[config.mk]
export PLATFORM = sky130hd
export DESIGN_NAME = year_month_duration_parser_core
export DESIGN_NICKNAME = d
export VERILOG_FILES = /design/src/hw/rtl/ymdp_pkg.sv /design/src/hw/rtl/year_month_duration_parser_core.sv
export SDC_FILE = /design/constraint.sdc
export NUM_CORES = 1
export LEC_CHECK = 0
export BUFFER_PORTS_ARGS = -buffer_cell sky130_fd_sc_hd__clkbuf_2
export CAP_MARGIN = 20
export CORE_ASPECT_RATIO = 1.5
export CORE_UTILIZATION = 65
export DETAILED_ROUTE_END_ITERATION = 12
export PLACE_DENSITY = 0.83
export SYNTH_ARGS = -nofsm -noshare
export SYNTH_HDL_FRONTEND = slang
export SYNTH_SLANG_ARGS = --single-unit
[constraint.sdc]
create_clock -name aclk -period 13.3 [get_ports aclk]
set_input_delay 2.66 -clock aclk [delete_from_list [all_inputs] [get_ports aclk]]
set_output_delay 2.66 -clock aclk [all_outputs]
set_load 0.05 [all_outputs]
[src/hw/rtl/ymdp_pkg.sv]
// Shared types, status codes and character constants for the year-month duration parser.
package ymdp_pkg;

    localparam int CHAR_W   = 8;
    localparam int ACC_W    = 32;
    localparam int STATUS_W = 4;
    localparam int TOTAL_W  = 31;
    localparam int YEAR_W   = 28;
    localparam int MONTH_W  = 4;
    // Width of years * 12 + months before range check
    localparam int SUM_W    = ACC_W + 4;

    typedef logic [STATUS_W-1:0] status_t;

    localparam status_t ST_OK        = status_t'(0);
    localparam status_t ST_EMPTY     = status_t'(1);
    localparam status_t ST_NO_P      = status_t'(2);
    localparam status_t ST_NO_COMP_P = status_t'(3);
    localparam status_t ST_T         = status_t'(4);
    localparam status_t ST_D         = status_t'(5);
    localparam status_t ST_UNTERM    = status_t'(6);
    localparam status_t ST_BAD_UNIT  = status_t'(7);
    localparam status_t ST_EXPECT_M  = status_t'(8);
    localparam status_t ST_NONE      = status_t'(9);
    localparam status_t ST_TRAILING  = status_t'(10);
    localparam status_t ST_OVERFLOW  = status_t'(11);

    localparam logic [CHAR_W-1:0] CH_P     = 8'h50;
    localparam logic [CHAR_W-1:0] CH_T     = 8'h54;
    localparam logic [CHAR_W-1:0] CH_D     = 8'h44;
    localparam logic [CHAR_W-1:0] CH_Y     = 8'h59;
    localparam logic [CHAR_W-1:0] CH_M     = 8'h4D;
    localparam logic [CHAR_W-1:0] CH_MINUS = 8'h2D;
    localparam logic [CHAR_W-1:0] CH_ZERO  = 8'h30;
    localparam logic [CHAR_W-1:0] CH_NINE  = 8'h39;

    localparam logic [SUM_W-1:0] MAX_TOTAL = SUM_W'(64'd2147483647);

    // ceil(2^33 / 3): exact quotient by three for any operand below 2^32
    localparam logic [31:0] RECIP_3 = 32'hAAAAAAAB;
    localparam int          RECIP_SHIFT = 33;

endpackage

[src/hw/rtl/year_month_duration_parser_core.sv]
// Streaming parser for -PnYnM year-month durations, one character per item.
//
// Usage: the s_ channel carries one character of the text per item (s_ch),
// with s_has_char low on an item that carries no character and s_is_last high
// on the final item of a text. A lone item with s_has_char low and s_is_last
// high stands for an empty text. Each text yields exactly one result item on
// the m_ channel, taken from its last item; all other items yield nothing.
// Both channels use valid/ready; an item moves when valid and ready are high.
// Path: a result passes from the input register through the capture of the
// finished text, the total and range check and the divide by twelve via
// reciprocal multiply to the output register.
// Throughput: one item per cycle while no last item waits for room, set by
// the combinational parser step (one decimal shift-add on a 32-bit accumulator per character).
// Stall: the result pipeline holds while m_ready is low; bubbles between
// stages are squeezed out. Items that are not last never wait; a last item
// waits while every result stage is full, and s_ready is low meanwhile.
// Reset: aresetn (synchronous, active low) empties every stage and returns
// the parser to the start of text with all accumulators and flags clear.
module year_month_duration_parser_core (
    input  logic                          aclk,
    input  logic                          aresetn,
    // character items
    input  logic                          s_valid,
    output logic                          s_ready,
    input  logic [ymdp_pkg::CHAR_W-1:0]   s_ch,
    input  logic                          s_has_char,
    input  logic                          s_is_last,
    // result items
    output logic                          m_valid,
    input  logic                          m_ready,
    output logic [ymdp_pkg::STATUS_W-1:0] m_status,
    output logic                          m_negative,
    output logic [ymdp_pkg::TOTAL_W-1:0]  m_month_total,
    output logic [ymdp_pkg::YEAR_W-1:0]   m_year_part,
    output logic [ymdp_pkg::MONTH_W-1:0]  m_month_part
);

    typedef enum logic [3:0] {
        PH_START,
        PH_SIGN,
        PH_NOP,
        PH_AFTER_P,
        PH_NUM1,
        PH_AFTER_Y,
        PH_NUM2,
        PH_DONE,
        PH_ERR
    } phase_t;

    localparam int ACC_W   = ymdp_pkg::ACC_W;
    localparam int SUM_W   = ymdp_pkg::SUM_W;
    localparam int TOTAL_W = ymdp_pkg::TOTAL_W;
    localparam int YEAR_W  = ymdp_pkg::YEAR_W;
    localparam int DIV_W   = TOTAL_W - 2;
    localparam int PROD_W  = DIV_W + 32;

    // ------------------------------------------------------------------
    // Input register
    // ------------------------------------------------------------------
    logic                        in_valid_reg;
    logic [ymdp_pkg::CHAR_W-1:0] in_ch_reg;
    logic                        in_has_char_reg;
    logic                        in_is_last_reg;

    // ------------------------------------------------------------------
    // Parser state
    // ------------------------------------------------------------------
    phase_t                     phase_reg,      phase_next;
    logic                       sign_reg,       sign_next;
    logic [ACC_W-1:0]           number_acc_reg, number_acc_next;
    logic [ACC_W-1:0]           years_acc_reg,  years_acc_next;
    logic [ACC_W-1:0]           months_acc_reg, months_acc_next;
    logic                       acc_ovf_reg,    acc_ovf_next;
    logic                       seen_t_reg,     seen_t_next;
    logic                       seen_d_reg,     seen_d_next;
    ymdp_pkg::status_t          first_err_reg,  first_err_next;

    // Values after taking the current character, before the end-of-text clear
    phase_t                     ph_upd;
    logic                       sign_upd;
    logic [ACC_W-1:0]           num_upd;
    logic [ACC_W-1:0]           yrs_upd;
    logic [ACC_W-1:0]           mon_upd;
    logic                       ovf_upd;
    logic                       t_upd;
    logic                       d_upd;
    ymdp_pkg::status_t          err_upd;
    ymdp_pkg::status_t          end_status;

    logic                       is_digit;
    logic [3:0]                 digit_val;
    logic [ACC_W-1:0]           acc_base;
    logic [SUM_W-1:0]           acc_prod;
    logic                       acc_sat;
    logic [ACC_W-1:0]           acc_new;
    logic                       after_p;

    // ------------------------------------------------------------------
    // Result pipeline
    // ------------------------------------------------------------------
    logic                       r1_valid_reg;
    ymdp_pkg::status_t          r1_status_reg;
    logic                       r1_sign_reg;
    logic [ACC_W-1:0]           r1_years_reg;
    logic [ACC_W-1:0]           r1_months_reg;
    logic                       r1_ovf_reg;

    logic                       r2_valid_reg;
    ymdp_pkg::status_t          r2_status_reg, r2_status_next;
    logic                       r2_neg_reg,    r2_neg_next;
    logic [TOTAL_W-1:0]         r2_total_reg,  r2_total_next;
    logic [SUM_W-1:0]           sum_total;

    logic                       r3_valid_reg;
    ymdp_pkg::status_t          r3_status_reg;
    logic                       r3_neg_reg;
    logic [TOTAL_W-1:0]         r3_total_reg;
    logic [YEAR_W-1:0]          r3_quot_reg;
    logic [PROD_W-1:0]          div_prod;

    logic                       m_valid_reg;
    ymdp_pkg::status_t          m_status_reg;
    logic                       m_neg_reg;
    logic [TOTAL_W-1:0]         m_total_reg;
    logic [YEAR_W-1:0]          m_year_reg;
    logic [ymdp_pkg::MONTH_W-1:0] m_month_reg;
    logic [TOTAL_W-1:0]         rem_full;

    // Ready chain: each stage takes a new item when empty or when draining
    logic                       out_ready;
    logic                       r3_ready;
    logic                       r2_ready;
    logic                       r1_ready;
    logic                       take_item;

    assign out_ready = !m_valid_reg || m_ready;
    assign r3_ready  = !r3_valid_reg || out_ready;
    assign r2_ready  = !r2_valid_reg || r3_ready;
    assign r1_ready  = !r1_valid_reg || r2_ready;
    // A last item needs room in the result pipeline; others never wait
    assign take_item = in_valid_reg && (!in_is_last_reg || r1_ready);
    assign s_ready   = !in_valid_reg || take_item;

    always_ff @(posedge aclk) begin
        if (!aresetn) begin
            in_valid_reg <= 1'b0;
        end else if (s_ready) begin
            in_valid_reg <= s_valid;
        end
        if (s_ready) begin
            in_ch_reg       <= s_ch;
            in_has_char_reg <= s_has_char;
            in_is_last_reg  <= s_is_last;
        end
    end

    // ------------------------------------------------------------------
    // Parser step: decimal shift-add, phase advance, end status
    // ------------------------------------------------------------------
    assign is_digit  = (in_ch_reg >= ymdp_pkg::CH_ZERO) && (in_ch_reg <= ymdp_pkg::CH_NINE);
    assign digit_val = in_ch_reg[3:0];
    // A number starts fresh from the phase that precedes it
    assign acc_base  = (phase_reg == PH_NUM1 || phase_reg == PH_NUM2) ? number_acc_reg : '0;
    assign acc_prod  = ({4'b0, acc_base} << 3) + ({4'b0, acc_base} << 1)
                     + {{(SUM_W-4){1'b0}}, digit_val};
    assign acc_sat   = (acc_prod[SUM_W-1:ACC_W] != '0);
    assign acc_new   = acc_sat ? '1 : acc_prod[ACC_W-1:0];
    assign after_p   = (phase_reg != PH_START) && (phase_reg != PH_SIGN)
                    && (phase_reg != PH_NOP);

    always_comb begin
        ph_upd   = phase_reg;
        sign_upd = sign_reg;
        num_upd  = number_acc_reg;
        yrs_upd  = years_acc_reg;
        mon_upd  = months_acc_reg;
        ovf_upd  = acc_ovf_reg;
        t_upd    = seen_t_reg;
        d_upd    = seen_d_reg;
        err_upd  = first_err_reg;

        if (in_has_char_reg) begin
            // T and D anywhere after P are sticky
            if (after_p && in_ch_reg == ymdp_pkg::CH_T) begin
                t_upd = 1'b1;
            end
            if (after_p && in_ch_reg == ymdp_pkg::CH_D) begin
                d_upd = 1'b1;
            end
            unique case (phase_reg)
                PH_START: begin
                    if (in_ch_reg == ymdp_pkg::CH_MINUS) begin
                        sign_upd = 1'b1;
                        ph_upd   = PH_SIGN;
                    end else if (in_ch_reg == ymdp_pkg::CH_P) begin
                        ph_upd = PH_AFTER_P;
                    end else begin
                        ph_upd = PH_NOP;
                    end
                end
                PH_SIGN: begin
                    ph_upd = (in_ch_reg == ymdp_pkg::CH_P) ? PH_AFTER_P : PH_NOP;
                end
                PH_AFTER_P, PH_AFTER_Y: begin
                    if (is_digit) begin
                        num_upd = acc_new;
                        ovf_upd = acc_ovf_reg | acc_sat;
                        ph_upd  = (phase_reg == PH_AFTER_P) ? PH_NUM1 : PH_NUM2;
                    end else begin
                        ph_upd = PH_ERR;
                        if (first_err_reg == ymdp_pkg::ST_OK) begin
                            err_upd = (phase_reg == PH_AFTER_P) ? ymdp_pkg::ST_NONE
                                                                : ymdp_pkg::ST_TRAILING;
                        end
                    end
                end
                PH_NUM1: begin
                    priority if (is_digit) begin
                        num_upd = acc_new;
                        ovf_upd = acc_ovf_reg | acc_sat;
                    end else if (in_ch_reg == ymdp_pkg::CH_Y) begin
                        yrs_upd = number_acc_reg;
                        ph_upd  = PH_AFTER_Y;
                    end else if (in_ch_reg == ymdp_pkg::CH_M) begin
                        mon_upd = number_acc_reg;
                        ph_upd  = PH_DONE;
                    end else begin
                        ph_upd = PH_ERR;
                        if (first_err_reg == ymdp_pkg::ST_OK) begin
                            err_upd = ymdp_pkg::ST_BAD_UNIT;
                        end
                    end
                end
                PH_NUM2: begin
                    priority if (is_digit) begin
                        num_upd = acc_new;
                        ovf_upd = acc_ovf_reg | acc_sat;
                    end else if (in_ch_reg == ymdp_pkg::CH_M) begin
                        mon_upd = number_acc_reg;
                        ph_upd  = PH_DONE;
                    end else begin
                        ph_upd = PH_ERR;
                        if (first_err_reg == ymdp_pkg::ST_OK) begin
                            err_upd = ymdp_pkg::ST_EXPECT_M;
                        end
                    end
                end
                PH_DONE: begin
                    ph_upd = PH_ERR;
                    if (first_err_reg == ymdp_pkg::ST_OK) begin
                        err_upd = ymdp_pkg::ST_TRAILING;
                    end
                end
                PH_NOP, PH_ERR: begin
                    ph_upd = phase_reg;
                end
                default: begin
                    ph_upd = phase_reg;
                end
            endcase
        end

        // End status in priority order, from the state after this character
        priority if (ph_upd == PH_START) begin
            end_status = ymdp_pkg::ST_EMPTY;
        end else if (ph_upd == PH_SIGN || ph_upd == PH_NOP) begin
            end_status = ymdp_pkg::ST_NO_P;
        end else if (ph_upd == PH_AFTER_P) begin
            end_status = ymdp_pkg::ST_NO_COMP_P;
        end else if (t_upd) begin
            end_status = ymdp_pkg::ST_T;
        end else if (d_upd) begin
            end_status = ymdp_pkg::ST_D;
        end else if (err_upd != ymdp_pkg::ST_OK) begin
            end_status = err_upd;
        end else if (ph_upd == PH_NUM1) begin
            end_status = ymdp_pkg::ST_UNTERM;
        end else if (ph_upd == PH_NUM2) begin
            end_status = ymdp_pkg::ST_EXPECT_M;
        end else begin
            end_status = ymdp_pkg::ST_OK;
        end

        // The last item of a text returns the parser to the start of text
        if (in_is_last_reg) begin
            phase_next      = PH_START;
            sign_next       = 1'b0;
            number_acc_next = '0;
            years_acc_next  = '0;
            months_acc_next = '0;
            acc_ovf_next    = 1'b0;
            seen_t_next     = 1'b0;
            seen_d_next     = 1'b0;
            first_err_next  = ymdp_pkg::ST_OK;
        end else begin
            phase_next      = ph_upd;
            sign_next       = sign_upd;
            number_acc_next = num_upd;
            years_acc_next  = yrs_upd;
            months_acc_next = mon_upd;
            acc_ovf_next    = ovf_upd;
            seen_t_next     = t_upd;
            seen_d_next     = d_upd;
            first_err_next  = err_upd;
        end
    end

    always_ff @(posedge aclk) begin
        if (!aresetn) begin
            phase_reg      <= PH_START;
            sign_reg       <= 1'b0;
            number_acc_reg <= '0;
            years_acc_reg  <= '0;
            months_acc_reg <= '0;
            acc_ovf_reg    <= 1'b0;
            seen_t_reg     <= 1'b0;
            seen_d_reg     <= 1'b0;
            first_err_reg  <= ymdp_pkg::ST_OK;
        end else if (take_item) begin
            phase_reg      <= phase_next;
            sign_reg       <= sign_next;
            number_acc_reg <= number_acc_next;
            years_acc_reg  <= years_acc_next;
            months_acc_reg <= months_acc_next;
            acc_ovf_reg    <= acc_ovf_next;
            seen_t_reg     <= seen_t_next;
            seen_d_reg     <= seen_d_next;
            first_err_reg  <= first_err_next;
        end
    end

    // ------------------------------------------------------------------
    // Stage 1: capture the finished text
    // ------------------------------------------------------------------
    always_ff @(posedge aclk) begin
        if (!aresetn) begin
            r1_valid_reg <= 1'b0;
        end else if (r1_ready) begin
            r1_valid_reg <= take_item && in_is_last_reg;
        end
        if (r1_ready) begin
            r1_status_reg <= end_status;
            r1_sign_reg   <= sign_upd;
            r1_years_reg  <= yrs_upd;
            r1_months_reg <= mon_upd;
            r1_ovf_reg    <= ovf_upd;
        end
    end

    // ------------------------------------------------------------------
    // Stage 2: total months and range check
    // ------------------------------------------------------------------
    assign sum_total = ({4'b0, r1_years_reg} << 3) + ({4'b0, r1_years_reg} << 2)
                     + {4'b0, r1_months_reg};

    always_comb begin
        r2_status_next = r1_status_reg;
        r2_neg_next    = 1'b0;
        r2_total_next  = '0;
        if (r1_status_reg == ymdp_pkg::ST_OK) begin
            if (r1_ovf_reg || sum_total > ymdp_pkg::MAX_TOTAL) begin
                r2_status_next = ymdp_pkg::ST_OVERFLOW;
            end else begin
                r2_total_next = sum_total[TOTAL_W-1:0];
                // Drop the sign of a zero duration
                r2_neg_next   = r1_sign_reg && (sum_total != '0);
            end
        end
    end

    always_ff @(posedge aclk) begin
        if (!aresetn) begin
            r2_valid_reg <= 1'b0;
        end else if (r2_ready) begin
            r2_valid_reg <= r1_valid_reg;
        end
        if (r2_ready) begin
            r2_status_reg <= r2_status_next;
            r2_neg_reg    <= r2_neg_next;
            r2_total_reg  <= r2_total_next;
        end
    end

    // ------------------------------------------------------------------
    // Stage 3: divide by twelve as (total / 4) / 3 by reciprocal multiply
    // ------------------------------------------------------------------
    assign div_prod = {{(PROD_W-DIV_W){1'b0}}, r2_total_reg[TOTAL_W-1:2]}
                    * {{(PROD_W-32){1'b0}}, ymdp_pkg::RECIP_3};

    always_ff @(posedge aclk) begin
        if (!aresetn) begin
            r3_valid_reg <= 1'b0;
        end else if (r3_ready) begin
            r3_valid_reg <= r2_valid_reg;
        end
        if (r3_ready) begin
            r3_status_reg <= r2_status_reg;
            r3_neg_reg    <= r2_neg_reg;
            r3_total_reg  <= r2_total_reg;
            r3_quot_reg   <= div_prod[ymdp_pkg::RECIP_SHIFT +: YEAR_W];
        end
    end

    // ------------------------------------------------------------------
    // Output register: remainder from total minus quotient times twelve
    // ------------------------------------------------------------------
    assign rem_full = r3_total_reg
                    - ({{(TOTAL_W-YEAR_W){1'b0}}, r3_quot_reg} << 3)
                    - ({{(TOTAL_W-YEAR_W){1'b0}}, r3_quot_reg} << 2);

    always_ff @(posedge aclk) begin
        if (!aresetn) begin
            m_valid_reg <= 1'b0;
        end else if (out_ready) begin
            m_valid_reg <= r3_valid_reg;
        end
        if (out_ready) begin
            m_status_reg <= r3_status_reg;
            m_neg_reg    <= r3_neg_reg;
            m_total_reg  <= r3_total_reg;
            m_year_reg   <= r3_quot_reg;
            m_month_reg  <= rem_full[ymdp_pkg::MONTH_W-1:0];
        end
    end

    assign m_valid       = m_valid_reg;
    assign m_status      = m_status_reg;
    assign m_negative    = m_neg_reg;
    assign m_month_total = m_total_reg;
    assign m_year_part   = m_year_reg;
    assign m_month_part  = m_month_reg;

endmodule

=== Word-level counts from Yosys, hierarchy flattened ===
Cells that the tools add are included.

* Input port bits: 14
* Bits in registers: 361

* Equality and inequality tests: 19
* Multiply operators: 1
* Bitwise logic cells: 2
* Order comparisons: 3
* Add/sub/neg operators: 6
* Mux-type cells: 66
* Reductions and logical operators: 40

{| class="wikitable"
|+ Operators by type and width
! operator !! number
|-
| two-way mux 32 bit || 17
|-
| two-way mux 4 bit || 24
|-
| case mux 32 bit (2 select lines) || 1
|-
| multiplier 29 x 32 -> 61 bit (second input constant) || 1
|-
| equality test 8 x 7 -> 1 bit (second input constant) || 5
|-
| adder 35 x 33 -> 36 bit || 1
|-
| adder 35 x 34 -> 36 bit || 1
|-
| adder 36 x 32 -> 36 bit || 1
|-
| adder 36 x 4 -> 36 bit || 1
|-
| > comparator 36 x 31 -> 1 bit (second input constant) || 1
|-
| nonzero test 36 bit || 1
|-
| equality test 4 x 3 -> 1 bit (second input constant) || 6
|-
| case mux 4 bit (6 select lines) || 1
|-
| logical NOT 4 bit || 4
|-
| case mux 4 bit (4 select lines) || 1
|-
| two-way mux 1 bit || 15
|-
| equality test 4 x 2 -> 1 bit (second input constant) || 3
|-
| nonzero test 4 bit || 3
|-
| two-way mux 2 bit || 5
|-
| logical OR 1 bit || 9
|-
| equality test 4 x 1 -> 1 bit (second input constant) || 2
|-
| equality test 8 x 6 -> 1 bit (second input constant) || 1
|-
| greater-or-equal comparator 8 x 6 -> 1 bit (second input constant) || 1
|-
| <= comparator 8 x 6 -> 1 bit (second input constant) || 1
|-
| 14 further kinds || 31
|}

=== Longest topological paths before layout ===
* Depth after elaboration: 14
* Depth in mapped cells: 27

=== Worst setup path before layout ===
Ideal clock, no wire load.

* Kind: input-to-output
* Start point: input port m_ready
* End point: output port s_ready
* Required time: 10.640 ns
* Data arrival time: 6.006 ns
* Buffers on the path: 0
* Cell stages on the path: 7
* Slack: 4.634 ns
* Path through: nor2b_1 and2_1 nand2_1 nor2_1 inv_1 nor2_1 inv_1

* Word-level cells in the longest chain between the ends: 7

{| class="wikitable"
|+ RTL lines
! element !! line !! text
|-
| from (decl) || year_month_duration_parser_core.sv:30 || <nowiki>input logic m_ready,</nowiki>
|-
| logical OR 1 bit || year_month_duration_parser_core.sv:136 || <nowiki>assign out_ready = !m_valid_reg || m_ready;</nowiki>
|-
| logical OR 1 bit || year_month_duration_parser_core.sv:137 || <nowiki>assign r3_ready = !r3_valid_reg || out_ready;</nowiki>
|-
| logical OR 1 bit || year_month_duration_parser_core.sv:138 || <nowiki>assign r2_ready = !r2_valid_reg || r3_ready;</nowiki>
|-
| via r2_ready || year_month_duration_parser_core.sv:132 || <nowiki>logic r2_ready;</nowiki>
|-
| logical OR 1 bit || year_month_duration_parser_core.sv:139 || <nowiki>assign r1_ready = !r1_valid_reg || r2_ready;</nowiki>
|-
| via r1_ready || year_month_duration_parser_core.sv:133 || <nowiki>logic r1_ready;</nowiki>
|-
| logical OR 1 bit || year_month_duration_parser_core.sv:141 || <nowiki>assign take_item = in_valid_reg && (!in_is_last_reg || r1_ready);</nowiki>
|-
| logical AND 1 bit || year_month_duration_parser_core.sv:141 ||
|-
| logical OR 1 bit || year_month_duration_parser_core.sv:142 || <nowiki>assign s_ready = !in_valid_reg || take_item;</nowiki>
|-
| to (decl) || year_month_duration_parser_core.sv:24 || <nowiki>output logic s_ready,</nowiki>
|}

The timed path passes the listed nets, and every way through them passes these cells.

=== Worst setup path in the final report ===
* Start point: register r2_total_reg[9]
* End point: register r3_quot_reg[24], data pin

* Word-level cells in the longest chain between the ends: 1

{| class="wikitable"
|+ RTL lines
! element !! line !! text
|-
| from (decl) || year_month_duration_parser_core.sv:111 || <nowiki>logic [TOTAL_W-1:0] r2_total_reg, r2_total_next;</nowiki>
|-
| from (signal assigned) || year_month_duration_parser_core.sv:380 || <nowiki>r2_total_reg <= r2_total_next;</nowiki>
|-
| multiplier 29 x 32 -> 61 bit || year_month_duration_parser_core.sv:388 || <nowiki>* {{(PROD_W-32){1'b0}}, ymdp_pkg::RECIP_3};</nowiki>
|-
| via div_prod[57] || year_month_duration_parser_core.sv:119 || <nowiki>logic [PROD_W-1:0] div_prod;</nowiki>
|-
| to (signal assigned) || year_month_duration_parser_core.sv:400 || <nowiki>r3_quot_reg <= div_prod[ymdp_pkg::RECIP_SHIFT +: YEAR_W];</nowiki>
|-
| to (decl) || year_month_duration_parser_core.sv:118 || <nowiki>logic [YEAR_W-1:0] r3_quot_reg;</nowiki>
|}

The timed path passes the listed nets, and every way through them passes these cells.
A chain may end at the register's enable or synchronous reset.

==> summary.md <==
| Metric | Value |
|---|---|
| Status | completed |
| Worst vdd ir | slightly above 0.1 mV |
| Top Ports | 84 |
| Post-synth EDFFs | around 250 |
| Commonest non-fill, non-tap cell in the layout | ha_1 |
| Register area share after synthesis | 0.339 |
| Top FF cell, synth | edfxtp_1 |
| Worst-margin pin slew | 0.985 ns |
| Initial antenna violation count | 0 |
| Design area | approximately 30,000 um2 |
| Die Width | 173 um |
| XOR/XNOR share of the synthesized area | 0.0312 |
| Syn_nets | 3,218 |
| Largest family of logic cells by synthesized area | adder cells |
| GP Congestion | about 0.94 |
| Worst hold margin | 0.419 ns |
| HPWL Detailed | approximately 51,000 um |
| Longest Clk Path Bufs | 3 |
| Leak pwr | between 15 and 20 nW |
| Area share of the largest cell type after synthesis | 0.260 |
| Synthesis Warnings | 0 |
| Clock Sinks | 361 |
| Crit Path Max Fanout | 5 |
| Grt total ovfl | 0 |
| Largest net degree at the start of global routing | 96 |
| R2R Setup Slk | slightly below 5 ns |
| Total track usage | 0.293 |
| Worst slew margin | 0.338 |
| ANT cells | 0 |
| Synth Area in Simple Gates | 0.0943 |
| Post-DP Area | approximately 30,000 um2 |
| Period utilisation layout | 0.626 |
| Synth Area in Compound Gates | 0.122 |
| Setup tns final | 0 ns |
| Routed Wire Length | about 64,000 um |
| Synth unique cells | 83 |
| Reg2reg start | r2_total_reg[9] |
| RSZ-0062 raised after global routing | false |
| H-tree level count | 2 |
| Fmax | 120 MHz |
| Sw Share | 0.208 |
| Internal Pwr Total | ~1.8 mW |
| Post-CTS Setup Bufs | 0 |
| Syn_area_per_cell | 11.1 um2 |
| Setup crit start | r2_total_reg[9] |
| Switching pwr | around 0.47 mW |
| Power per cell area | about 74 nW/um2 |
| CTS clk-pin slew, worst paths | approximately 0.07 ns |
| Total iterations of the first detailed-routing run | 5 |
| Clock power share | 0.451 |
| CTS buffer count | 36 |
| TritonCTS clock tree | built |
| Final number of setup-violating endpoints | 0 |
| Mapped Area | 28,600 um2 |
| Via/cell ratio | between 6 and 7 |
| Synth Area in Adders | 0.338 |
| Final Hold Vio Count | 0 |
| Wire length of the first global-routing pass | approximately 100,000 um |
| Area leader, netlist | edfxtp_1 |
| DRC | 0 |
| CP Capture Type | register |
| Initial Util | 0.663 |
| Comb pwr share | 0.019 |
| Port Buffers | just over 80 |
| Top cells by area, synth | edfxtp_1 26%, ha_1 17%, fa_1 17% |
| Cts hold-fix bufs | 0 |
| Most frequent cells in the layout | 390 x ha_1, 293 x inv_1, 248 x edfxtp_1, 239 x fa_1, 141 x a21oi_1 |
| Type of the most critical hold path | register to register |
| # resized after CTS | 0 |
| Hold Path Origin | r3_total_reg[27] |
| Total number of vias | 19,500 |
| Mux share of post-synthesis cell area | 0.0255 |
| FILL cells | 3,065 |
| Core Util, Final | 0.712 |
| Dpl ws | about 5.0 ns |
| Nets@finish | 3,277 |
| Worst Path Arrival | 8.74 ns |
| Mapped Cells | about 2,600 |
| Classification of the worst setup path | register to register |
| Antenna viol nets, final | 0 |
| Final Max Tran Viols | 0 |
| Max Cap Viol | 0 |
| Die area | 44,900 um2 |
| Die H | about 260 um |
| Post-layout min period | 8.33 ns |
| Part of the power in registers | 0.531 |
| Share of synthesized flip-flops with an asynchronous set or reset | 0 |
| Crit path launch type | register |
| Area Growth Syn to Fin | 7.41% |
| CTS root buf | clkbuf_16 |
| Row cnt | 93 |
| Vias in the first global route | about 21,000 |
| Starting DRC count in detailed routing | roughly 1,000 |
| Routed length per instance | between 15 and 20 um |
| Synth Register Bits | 361 |
| Final worst slack | 4.97 ns |
| Layout cell share with drive strength beyond 1 | 0.0921 |
| Clock Skew | 0.0137 ns |
| Clock Latency Late Sink | approximately 0.54 ns |
| CP required | between 10 and 15 ns |
| Area of the core | between 40,000 and 50,000 um2 |
-- path summary, 6_finish.rpt --
kind,endpoint,depth (start not counted)
max,r3_quot_reg[24],25
min,m_month_total[27],0
max reg2reg,r3_quot_reg[24],25
min reg2reg,m_month_total[27],0
-- power by group through the flow --
stage	registers [mW]	logic [mW]	clock network, mW
6_report	1.20	0.0425	1.02
5_1_grt	1.20	0.0456	1.07
4_1_cts	1.20	0.0424	1.04
3_5_place_dp	1.22	0.0423	0
3_3_place_gp	1.22	0.0416	0
2_1_floorplan	1.23	0.0245	0
-- Yosys cell counts, types with 10 or more instances --
library cell,count
inv_1,296
nand2b_1,17
nor4_1,11
a21oi_1,141
edfxtp_1,248
o21a_1,20
o21bai_1,11
a31oi_1,12
nand4_1,17
nor2b_1,77
fa_1,239
and3_1,22
nand3_1,41
and2_1,56
a22oi_1,67
xor2_1,31
nand2_1,102
a211oi_1,16
xnor2_1,71
o21ai_0,82
ha_1,390
nor2_1,118
dfxtp_1,113
nor3_1,23
clkbuf_1,63
mux2_2,64
a311oi_1,10
a21o_1,71
-- critical path, cell delays in order (launching register included) --
cell and delay, ns:
edfxtp_1 0.48, ha_1 0.40, inv_1 0.08, fa_1 0.67
inv_1 0.19, fa_1 0.77, inv_1 0.11, fa_1 0.66
inv_1 0.11, fa_1 0.41, fa_1 0.54, inv_1 0.06
fa_1 0.49, inv_1 0.05, fa_1 0.37, ha_1 0.24
a21oi_1 0.16, o211ai_1 0.12, a221o_1 0.35, a221o_1 0.36
a221oi_2 0.38, a21oi_1 0.12, nor2_1 0.38, o31ai_1 0.19
or4_1 0.42, nand3_1 0.09
-- kinds of logic after synthesis --
kind of cell    after synthesis
buf+inv                     373
compound gates              523
simple gates                521
xor+xnor                    102
flops                       361
mux                          65
fa+ha+maj                   630
-- final cells by class --
cell class,instances,area (um2),share of cell area
Clock buffer,50,985,0.0320
Clock inverter,15,178,0.00578
Inverter,296,1110,0.0362
Multi-Input combinational cell,1841,17500,0.570
Sequential cell,361,9710,0.316
Tap cell,570,713,0.0232
Timing Repair Buffer,98,528,0.0172
-- through the flow --
step	instances	power [mW]
2_1_floorplan	2575	1.25
3_3_place_gp	3166	1.26
3_5_place_dp	3166	1.27
4_1_cts	3231	2.28
5_1_grt	3231	2.32
6_report	3231	2.26
-- metal layers --
| metal | wire length [um] | vias to the layer above | GRT usage |
|---|---|---|---|
| met4 | 3290 | 0 | 0.150 |
| met5 | 0 | - | 0 |
| li1 | - | 9216 | - |
| met1 | 23600 | 9716 | 0.307 |
| met2 | 36000 | 418 | 0.578 |
| met3 | 1540 | 152 | 0.0224 |
(Power assumes the default switching activity.)
